--- src/qpsk_pll_pkg.sv ---
// Package: shared types, constants and the arctangent table of the QPSK phase-locked loop.
package qpsk_pll_pkg;

  // Sample and datapath widths
  localparam int unsigned SampleW   = 16;
  localparam int unsigned GuardW    = 8;
  localparam int unsigned CordicW   = SampleW + GuardW + 4;
  localparam int unsigned AngleW    = 34;
  localparam int unsigned ErrW      = 32;
  localparam int unsigned PhaseW    = 16;
  localparam int unsigned GainW     = 16;
  localparam int unsigned MulAW     = 32;
  localparam int unsigned MulBW     = 17;
  localparam int unsigned ProdW     = MulAW + MulBW;

  // Iterations per pass and table depth
  localparam int unsigned CordicSteps = 16;
  localparam int unsigned AtanDepth   = 24;
  localparam int unsigned StepW       = $clog2(AtanDepth);

  // 1/K in Q0.16 and reset loop gain (about 0.002)
  localparam logic [MulBW-1:0] InvGain   = 17'd39797;
  localparam logic [GainW-1:0] GainReset = 16'd131;

  typedef enum logic [2:0] {
    StIdle,
    StRot,
    StSclI,
    StSclQ,
    StVecLd,
    StVec,
    StErr,
    StDone
  } state_e;

  // atan(2^-i) in units of 2^-32 turn
  function automatic logic [31:0] atan_turns(input logic [StepW-1:0] idx);
    logic [31:0] a;
    case (idx)
      5'd0:    a = 32'd536870912;
      5'd1:    a = 32'd316933406;
      5'd2:    a = 32'd167458907;
      5'd3:    a = 32'd85004756;
      5'd4:    a = 32'd42667331;
      5'd5:    a = 32'd21354465;
      5'd6:    a = 32'd10679838;
      5'd7:    a = 32'd5340245;
      5'd8:    a = 32'd2670163;
      5'd9:    a = 32'd1335087;
      5'd10:   a = 32'd667544;
      5'd11:   a = 32'd333772;
      5'd12:   a = 32'd166886;
      5'd13:   a = 32'd83443;
      5'd14:   a = 32'd41722;
      5'd15:   a = 32'd20861;
      5'd16:   a = 32'd10430;
      5'd17:   a = 32'd5215;
      5'd18:   a = 32'd2608;
      5'd19:   a = 32'd1304;
      5'd20:   a = 32'd652;
      5'd21:   a = 32'd326;
      5'd22:   a = 32'd163;
      5'd23:   a = 32'd81;
      default: a = 32'd0;
    endcase
    return a;
  endfunction

endpackage

--- src/qpsk_decision_directed_pll.sv ---
// Top level: QPSK decision-directed first-order phase-locked loop on one shared CORDIC unit.
//
// Use of the block:
//   s_axis: one input word per sample; tdata = {sample_q, sample_i} (sample_i in the
//   low 16 bits), tlast marks the last sample of a burst.
//   m_axis: one output word per sample; tdata = {out_q, out_i}, tlast copies the
//   input tlast.
//   cfg: write loop_gain (unsigned Q0.16) on cfg_valid_i; cfg_ready_o is always high.
//   Write it only while the loop is idle.
// Processing: a sample goes from acceptance to the output register through two passes of
//   16 iterations through the single CORDIC step unit plus the shared multiplier used
//   for the two gain corrections and the loop update. s_axis_tready is high only in
//   the idle state, so a new sample is taken only after the last one has finished.
// Stalls: the result sits in an output register; the next sample is accepted and
//   processed while it waits, and the loop holds in its final step until that
//   register is free, so no result is lost.
// Reset: phase estimate returns to zero (unit phasor), loop_gain to 131, the
//   output register empties. After a sample with tlast set the phase returns to zero.
module qpsk_decision_directed_pll (
  input  logic        clk_i,
  input  logic        rst_ni,
  // Input samples
  input  logic        s_axis_tvalid,
  output logic        s_axis_tready,
  input  logic [31:0] s_axis_tdata,   // [15:0] sample_i, [31:16] sample_q
  input  logic        s_axis_tlast,   // last_in_burst
  // Corrected samples
  output logic        m_axis_tvalid,
  input  logic        m_axis_tready,
  output logic [31:0] m_axis_tdata,   // [15:0] out_i, [31:16] out_q
  output logic        m_axis_tlast,   // out_last
  // Loop gain register
  input  logic        cfg_valid_i,
  output logic        cfg_ready_o,
  input  logic [15:0] cfg_data_i      // loop_gain
);

  localparam int unsigned SW  = qpsk_pll_pkg::SampleW;
  localparam int unsigned CW  = qpsk_pll_pkg::CordicW;
  localparam int unsigned ZW  = qpsk_pll_pkg::AngleW;
  localparam int unsigned PW  = qpsk_pll_pkg::ProdW;
  localparam int unsigned GW  = qpsk_pll_pkg::GuardW;
  localparam int unsigned STW = qpsk_pll_pkg::StepW;
  localparam int unsigned AW  = qpsk_pll_pkg::MulAW;
  localparam int unsigned ErrW_L = qpsk_pll_pkg::ErrW;

  qpsk_pll_pkg::state_e state_q, state_d;

  // Working registers of the shared unit
  logic signed [CW-1:0] x_q, x_d, y_q, y_d;
  logic signed [ZW-1:0] z_q, z_d;
  logic [STW-1:0]       step_q, step_d;
  logic signed [PW-1:0] mul_q, mul_d;
  logic signed [SW-1:0] yi_q, yi_d, yq_q, yq_d;
  logic                 last_q, last_d;
  logic [qpsk_pll_pkg::PhaseW-1:0] phase_q, phase_d;
  logic [qpsk_pll_pkg::GainW-1:0]  gain_q;

  // Output register
  logic          m_valid_q, m_valid_d;
  logic [31:0]   m_data_q, m_data_d;
  logic          m_last_q, m_last_d;

  // Control decoded from the state
  logic accept, steps_done, out_load;

  // Shared step unit, multiplier and helpers
  logic signed [CW-1:0]    dx, dy, x_step, y_step;
  logic signed [ZW-1:0]    z_step, atan_z;
  logic                    ccw;
  logic signed [AW-1:0]    mul_a;
  logic signed [qpsk_pll_pkg::MulBW-1:0] mul_b;
  logic signed [PW-1:0]    prod;
  logic signed [SW-1:0]    scaled;
  logic signed [ErrW_L-1:0] err;
  logic signed [ZW-1:0]    dec, diff;
  logic [qpsk_pll_pkg::PhaseW-1:0] ph_adj, res, delta;
  logic [1:0]              quad;
  logic signed [CW-1:0]    xs, ys, xv, yv;

  // Saturate a rounded product shifted down by 24 to the sample range
  function automatic logic signed [SW-1:0] sat_scale(input logic signed [PW-1:0] p);
    logic signed [PW-1:0] r;
    logic signed [PW-25:0] s;
    logic signed [SW-1:0] o;
    r = p + (PW'(1) <<< 23);
    s = r[PW-1:24];
    if (s > (PW-24)'((1 << (SW - 1)) - 1)) begin
      o = {1'b0, {(SW - 1){1'b1}}};
    end else if (s < -(PW-24)'(1 << (SW - 1))) begin
      o = {1'b1, {(SW - 1){1'b0}}};
    end else begin
      o = s[SW-1:0];
    end
    return o;
  endfunction

  assign accept      = (state_q == qpsk_pll_pkg::StIdle) && s_axis_tvalid;
  assign steps_done  = (step_q == STW'(qpsk_pll_pkg::CordicSteps - 1));
  assign cfg_ready_o = 1'b1;

  // Next state
  always_comb begin
    state_d = state_q;
    case (state_q)
      qpsk_pll_pkg::StIdle:  if (s_axis_tvalid) state_d = qpsk_pll_pkg::StRot;
      qpsk_pll_pkg::StRot:   if (steps_done) state_d = qpsk_pll_pkg::StSclI;
      qpsk_pll_pkg::StSclI:  state_d = qpsk_pll_pkg::StSclQ;
      qpsk_pll_pkg::StSclQ:  state_d = qpsk_pll_pkg::StVecLd;
      qpsk_pll_pkg::StVecLd: state_d = qpsk_pll_pkg::StVec;
      qpsk_pll_pkg::StVec:   if (steps_done) state_d = qpsk_pll_pkg::StErr;
      qpsk_pll_pkg::StErr:   state_d = qpsk_pll_pkg::StDone;
      qpsk_pll_pkg::StDone:  if (!m_valid_q || m_axis_tready) state_d = qpsk_pll_pkg::StIdle;
      default:               state_d = qpsk_pll_pkg::StIdle;
    endcase
  end

  // Outputs of the sequencer
  always_comb begin
    s_axis_tready = 1'b0;
    out_load      = 1'b0;
    case (state_q)
      qpsk_pll_pkg::StIdle: s_axis_tready = 1'b1;
      qpsk_pll_pkg::StDone: out_load = !m_valid_q || m_axis_tready;
      default: begin
        s_axis_tready = 1'b0;
        out_load      = 1'b0;
      end
    endcase
  end

  // Shared CORDIC step: rotation steers on z, vectoring drives y to zero
  always_comb begin
    dx     = y_q >>> step_q;
    dy     = x_q >>> step_q;
    ccw    = (state_q == qpsk_pll_pkg::StRot) ? !z_q[ZW-1] : y_q[CW-1];
    atan_z = signed'(ZW'(qpsk_pll_pkg::atan_turns(step_q)));
    if (ccw) begin
      x_step = x_q - dx;
      y_step = y_q + dy;
      z_step = z_q - atan_z;
    end else begin
      x_step = x_q + dx;
      y_step = y_q - dy;
      z_step = z_q + atan_z;
    end
  end

  // Shared multiplier operands: 1/K correction of x, then y, then the loop gain
  always_comb begin
    mul_a = AW'(x_q);
    mul_b = signed'(qpsk_pll_pkg::InvGain);
    case (state_q)
      qpsk_pll_pkg::StSclQ: mul_a = AW'(y_q);
      qpsk_pll_pkg::StErr: begin
        mul_a = err;
        mul_b = signed'({1'b0, gain_q});
      end
      default: mul_a = AW'(x_q);
    endcase
    prod   = PW'(mul_a) * PW'(mul_b);
    scaled = sat_scale(mul_q);
  end

  // Phase error against the decided quadrant point, wrapped to 32 bits
  always_comb begin
    if (!yi_q[SW-1] && !yq_q[SW-1]) begin
      dec = ZW'(32'sh2000_0000);
    end else if (!yi_q[SW-1]) begin
      dec = -ZW'(32'sh2000_0000);
    end else if (yq_q[SW-1]) begin
      dec = -ZW'(32'sh6000_0000);
    end else begin
      dec = ZW'(32'sh6000_0000);
    end
    diff = z_q - dec;
    if (yi_q == '0 && yq_q == '0) begin
      err = '0;
    end else begin
      err = diff[ErrW_L-1:0];
    end
  end

  // Datapath next values
  always_comb begin
    x_d      = x_q;
    y_d      = y_q;
    z_d      = z_q;
    step_d   = step_q;
    mul_d    = mul_q;
    yi_d     = yi_q;
    yq_d     = yq_q;
    last_d   = last_q;
    phase_d  = phase_q;
    m_data_d = m_data_q;
    m_last_d = m_last_q;

    // Quarter-turn split of the phase estimate
    ph_adj = phase_q + 16'h2000;
    quad   = ph_adj[15:14];
    res    = phase_q - {quad, 14'b0};
    xs     = {{(CW - SW - GW){s_axis_tdata[SW-1]}}, s_axis_tdata[SW-1:0], {GW{1'b0}}};
    ys     = {{(CW - SW - GW){s_axis_tdata[2*SW-1]}}, s_axis_tdata[2*SW-1:SW], {GW{1'b0}}};
    xv     = {{(CW - SW - GW){yi_q[SW-1]}}, yi_q, {GW{1'b0}}};
    yv     = {{(CW - SW - GW){yq_q[SW-1]}}, yq_q, {GW{1'b0}}};
    delta  = qpsk_pll_pkg::PhaseW'((mul_q + (PW'(1) <<< 31)) >>> 32);

    case (state_q)
      qpsk_pll_pkg::StIdle: begin
        if (accept) begin
          last_d = s_axis_tlast;
          step_d = '0;
          z_d    = {{(ZW - 32){res[15]}}, res, 16'b0};
          case (quad)
            2'd0: begin x_d = xs;  y_d = ys;  end
            2'd1: begin x_d = -ys; y_d = xs;  end
            2'd2: begin x_d = -xs; y_d = -ys; end
            default: begin x_d = ys; y_d = -xs; end
          endcase
        end
      end
      qpsk_pll_pkg::StRot, qpsk_pll_pkg::StVec: begin
        x_d    = x_step;
        y_d    = y_step;
        z_d    = z_step;
        step_d = steps_done ? '0 : step_q + 1'b1;
      end
      qpsk_pll_pkg::StSclI: mul_d = prod;
      qpsk_pll_pkg::StSclQ: begin
        yi_d  = scaled;
        mul_d = prod;
      end
      qpsk_pll_pkg::StVecLd: begin
        yq_d   = scaled;
        step_d = '0;
        // Vector the saturated output; use the freshly scaled q part
        xv = {{(CW - SW - GW){yi_q[SW-1]}}, yi_q, {GW{1'b0}}};
        yv = {{(CW - SW - GW){scaled[SW-1]}}, scaled, {GW{1'b0}}};
        if (xv[CW-1]) begin
          if (!yv[CW-1]) begin
            x_d = yv;
            y_d = -xv;
            z_d = ZW'(32'sh4000_0000);
          end else begin
            x_d = -yv;
            y_d = xv;
            z_d = -ZW'(32'sh4000_0000);
          end
        end else begin
          x_d = xv;
          y_d = yv;
          z_d = '0;
        end
      end
      qpsk_pll_pkg::StErr: mul_d = prod;
      qpsk_pll_pkg::StDone: begin
        if (out_load) begin
          m_data_d = {yq_q, yi_q};
          m_last_d = last_q;
          phase_d  = last_q ? '0 : phase_q - delta;
        end
      end
      default: begin
        x_d = x_q;
      end
    endcase
  end

  always_comb begin
    m_valid_d = m_valid_q;
    if (out_load) begin
      m_valid_d = 1'b1;
    end else if (m_axis_tready) begin
      m_valid_d = 1'b0;
    end
  end

  // Control state and loop state
  always_ff @(posedge clk_i or negedge rst_ni) begin
    if (!rst_ni) begin
      state_q   <= qpsk_pll_pkg::StIdle;
      step_q    <= '0;
      phase_q   <= '0;
      gain_q    <= qpsk_pll_pkg::GainReset;
      m_valid_q <= 1'b0;
    end else begin
      state_q   <= state_d;
      step_q    <= step_d;
      phase_q   <= phase_d;
      m_valid_q <= m_valid_d;
      if (cfg_valid_i) begin
        gain_q <= cfg_data_i;
      end
    end
  end

  // Payload registers
  always_ff @(posedge clk_i) begin
    x_q      <= x_d;
    y_q      <= y_d;
    z_q      <= z_d;
    mul_q    <= mul_d;
    yi_q     <= yi_d;
    yq_q     <= yq_d;
    last_q   <= last_d;
    m_data_q <= m_data_d;
    m_last_q <= m_last_d;
  end

  assign m_axis_tvalid = m_valid_q;
  assign m_axis_tdata  = m_data_q;
  assign m_axis_tlast  = m_last_q;

endmodule
--- config.mk ---
export PLATFORM = sky130hd
export DESIGN_NAME = qpsk_decision_directed_pll
export DESIGN_NICKNAME = d
export VERILOG_FILES = /design/src/qpsk_pll_pkg.sv /design/src/qpsk_decision_directed_pll.sv
export SDC_FILE = /design/constraint.sdc
export NUM_CORES = 2
export LEC_CHECK = 0
export BUFFER_PORTS_ARGS = -buffer_cell sky130_fd_sc_hd__buf_2
export CAP_MARGIN = 0
export CORE_MARGIN = 4
export CORE_UTILIZATION = 60
export DETAILED_ROUTE_END_ITERATION = 8
export GPL_TIMING_DRIVEN = 0
export PLACE_DENSITY_LB_ADDON = 0.08
export SLEW_MARGIN = 20
export SYNTH_ARGS = -nofsm -noshare
export SYNTH_HDL_FRONTEND = slang
export SYNTH_SLANG_ARGS = --single-unit
--- constraint.sdc ---
create_clock -name clk_i -period 15.9 [get_ports clk_i]
set_input_delay 1.59 -clock clk_i [delete_from_list [all_inputs] [get_ports clk_i]]
set_output_delay 1.59 -clock clk_i [all_outputs]
set_load 0.01 [all_outputs]
==> results by group <==
Critical path
  • CP bufs+invs: 6
  • Critical R2R Capture: mul_q[42]$_DFFE_PP_
  • WP depth: 33
  • Most frequent cell on the critical path: fa_1
  • Flop2flop setup slack: 3.94 ns
  • CP top delay family: compound AO/OA/AOI/OAI gates
  • CP Launch Point: yi_q[4]$_DFFE_PN_
  • Crit Path Class: register to register
  • WP data arrival: 12.30 ns
  • CP max stage delay: 0.68 ns
  • CP endpoint kind: register
  • CP endpoint: mul_q[42]$_DFFE_PP_
  • Worst r2r path cells: 33
  • Crit-path max FO: 10
  • Startpoint Class: register
  • Reg2reg start: yi_q[4]$_DFFE_PN_
  • Critical path required time: 16.23 ns
  • Worst path slowest cell: a211oi_1

GRT
  • Gr usage total: 43.6%
  • Grt total ovfl: 0
  • Vias in the first global route: 36700
  • Initial antenna violation count: 9
  • Global-route wire length before repair: 231000 um
  • GRT met3 Usage: 10.3%
  • Most used routing layer: met2
  • Largest net degree at the start of global routing: 57
  • Met2 usage in global routing: 67.6%
  • Met1 usage: 55.2%

Die
  • Die Ht: 266 um
  • Full die area: 70600 sq um
  • Core Box Area: 65700 sq um
  • Die width: 266 um
  • I/O pins: 90
  • Starting Density: 60.6%
  • Row cnt: 94

Synth
  • Post-synth EDFFs: 182
  • Synthesized area: 39800 sq um
  • Main synth FF type: edfxtp_1
  • Synthesized instance count: 4631
  • Syn. warnings: 0
  • Sequential share of the synthesized area: 16.3%
  • Yosys top cell by area: fa_1
  • Synth top area share: 24.7%
  • Cell variety after synth: 91
  • Synth async-reset ratio: 18.4%
  • Count leader, synth: inv_1
  • Syn nets: 5418
  • Post-synth top cells: inv_1 (629), nand2_1 (533), nor2_1 (520), fa_1 (492), ha_1 (241)
  • Synth Register Bits: 223
  • Syn_area_per_cell: 8.60 sq um
  • Area contributors post-synth: fa_1 (25%), edfxtp_1 (14%), ha_1 (7.6%), inv_1 (5.9%), nand2_1 (5.0%)

Clock network
  • Max Root-Sink Buffers: 3
  • Num CTS Buffers: 27
  • CTS H-tree lvls: 1
  • Clock Pin Slew Worst Setup and Hold Paths: 0.07 ns
  • Clk sink count: 223
  • Root buffer cell: clkbuf_16
  • Post-CTS setup buffer count: 0
  • Post-cts hold buffer count: 0
  • CTS tree: done
  • Skew-Pair Late Insertion Delay: 0.60 ns
  • CTS resizes: 0

STA
  • Max Slew Vio Count: 0
  • Finish-stage setup viols: 0
  • Slew headroom: 17.7%
  • Setup total negative slack: 0 ns
  • Period Utilization, post-route: 75.2%
  • RSZ-0062 raised after global routing: false
  • Slew @ Worst Pin: 1.22 ns
  • Final Skew: 0.0250 ns
  • Final hold violation count: 0
  • Fmax: 83.6 MHz
  • Tmin final: 11.96 ns

Layout
  • Fin nets: 5540
  • Layout area overhead: 6.43%
  • Share of cells above drive strength 1: 6.64%
  • Finished Core Util: 64.5%
  • Number of fill cells: 5608

Drt
  • Initial DRC count: 4314
  • Vias per cell: 6.56
  • Via Count: 37000
  • Drt wl/cell: 27.5 um
  • Detail Route Antenna Nets: 0
  • Drt total wl: 155000 um
  • Detailed Routing Iterations Pass 1: 9
  • DRC: 0

Status
  • Status: finished clean

Hold path
  • Hold crit path type: register to register

Placed design
  • Post-DP HPWL: 126000 um
  • GPL Wtd Cong: 1.05
  • PortBufs: 86

Run
  • Max-cap check violation count: 0
==> cells by family (layout without fill, tap and decap cells) <==
group                      count (synthesis)  after routing  synth area share, %
DFF                                      223            223                 16.3
AOI/OAI and AO/OA                        869            869                 14.1
other                                      1              8              0.00942
muxes                                    160            160                 5.89
adders and majority gates                733            733                 32.3
xor gates and xnor gates                 281            281                 6.18
buffers and inverters                    866           1009                 8.49
and+or+nand+nor                         1498           1498                 16.7
==> worst min-delay path by stage <==
stage	start	to	slack [ns]	depth (start not counted)
after CTS	yq_q[14]$_DFFE_PP_	m_axis_tdata[30]$_DFFE_PP_	0.44	0
after global routing	yq_q[14]$_DFFE_PP_	m_axis_tdata[30]$_DFFE_PP_	0.44	0
after detailed placement	yq_q[14]$_DFFE_PP_	m_axis_tdata[30]$_DFFE_PP_	0.43	0
final	yq_q[14]$_DFFE_PP_	m_axis_tdata[30]$_DFFE_PP_	0.46	0
after floorplan	yq_q[14]$_DFFE_PP_	m_axis_tdata[30]$_DFFE_PP_	0.42	0
after global placement	last_q$_DFFE_PP_	m_axis_tlast$_DFFE_PP_	0.43	0
==> metrics by stage <==
stage | hold WS, ns | setup WS [ns] | cells | cell area [sq um]
floorplan | 0.418 | 7.11 | 4631 | 39800
global placement | 0.428 | 3.71 | 5581 | 41300
detailed placement | 0.427 | 4.27 | 5587 | 41400
CTS | 0.442 | 4.16 | 5637 | 42400
global route | 0.442 | 3.48 | 5638 | 42400
finish | 0.456 | 3.94 | 5645 | 42400
==> registers in the layout, indices dropped and copies added, names as in the netlist <==
| signal | cells |
|---|---|
| mul_q | 26 |
| gain_q | 16 |
| m_axis_tlast | 1 |
| yq_q | 16 |
| z_q | 34 |
| m_axis_tvalid | 1 |
| phase_q | 16 |
| step_q | 5 |
| m_axis_tdata | 32 |
| x_q | 28 |
| yi_q | 16 |
| y_q | 28 |
| state_q | 3 |
| last_q | 1 |
==> cells in the final DEF, fill, tap and decap left out, types with 14 or more instances in the layout <==
| cell | n |
|---|---|
| nand2b_1 | 56 |
| buf_1 | 18 |
| edfxtp_1 | 182 |
| o211ai_1 | 18 |
| fa_1 | 492 |
| o21ai_0 | 214 |
| or3_1 | 23 |
| and2_1 | 63 |
| a21o_1 | 62 |
| nand2_1 | 533 |
| clkbuf_1 | 190 |
| or2_2 | 14 |
| mux4_2 | 51 |
| nand3_1 | 76 |
| inv_1 | 627 |
| clkbuf_16 | 27 |
| xor2_1 | 128 |
| a21oi_1 | 205 |
| dfrtp_1 | 38 |
| o22a_1 | 30 |
| mux2i_1 | 50 |
| a211oi_1 | 37 |
| mux2_2 | 56 |
| buf_2 | 103 |
| ha_1 | 241 |
| nor3_1 | 74 |
| and3_1 | 36 |
| a221oi_1 | 14 |
| nor2b_1 | 39 |
| a31oi_1 | 28 |
| nand4_1 | 17 |
| o31ai_1 | 20 |
| o21a_1 | 27 |
| xnor2_1 | 153 |
| nor2_1 | 519 |
| o22ai_1 | 51 |
==> final cells by class <==
type,count,area [sq um],share of cell area (%)
Inverter,634,2380,5.63
Clock buffer,36,719,1.70
Buffer,232,1000,2.36
Multi-Input combinational cell,3542,30000,70.8
Clock inverter,14,199,0.469
Sequential cell,223,6490,15.3
Timing Repair Buffer,93,498,1.17
Antenna cell,7,17.5,0.0413
Tap cell,864,1080,2.55
==> metal layers <==
metal	share of wire (%)	wire, um	vias up
li1	-	-	15700
met1	36	55700	18100
met2	44	68300	2523
met3	11	17600	682
met4	8.6	13400	4
met5	0.023	35	-
Power is not shown: default switching activity piles up to over one toggle a cycle in this logic, so the estimate is an artifact.
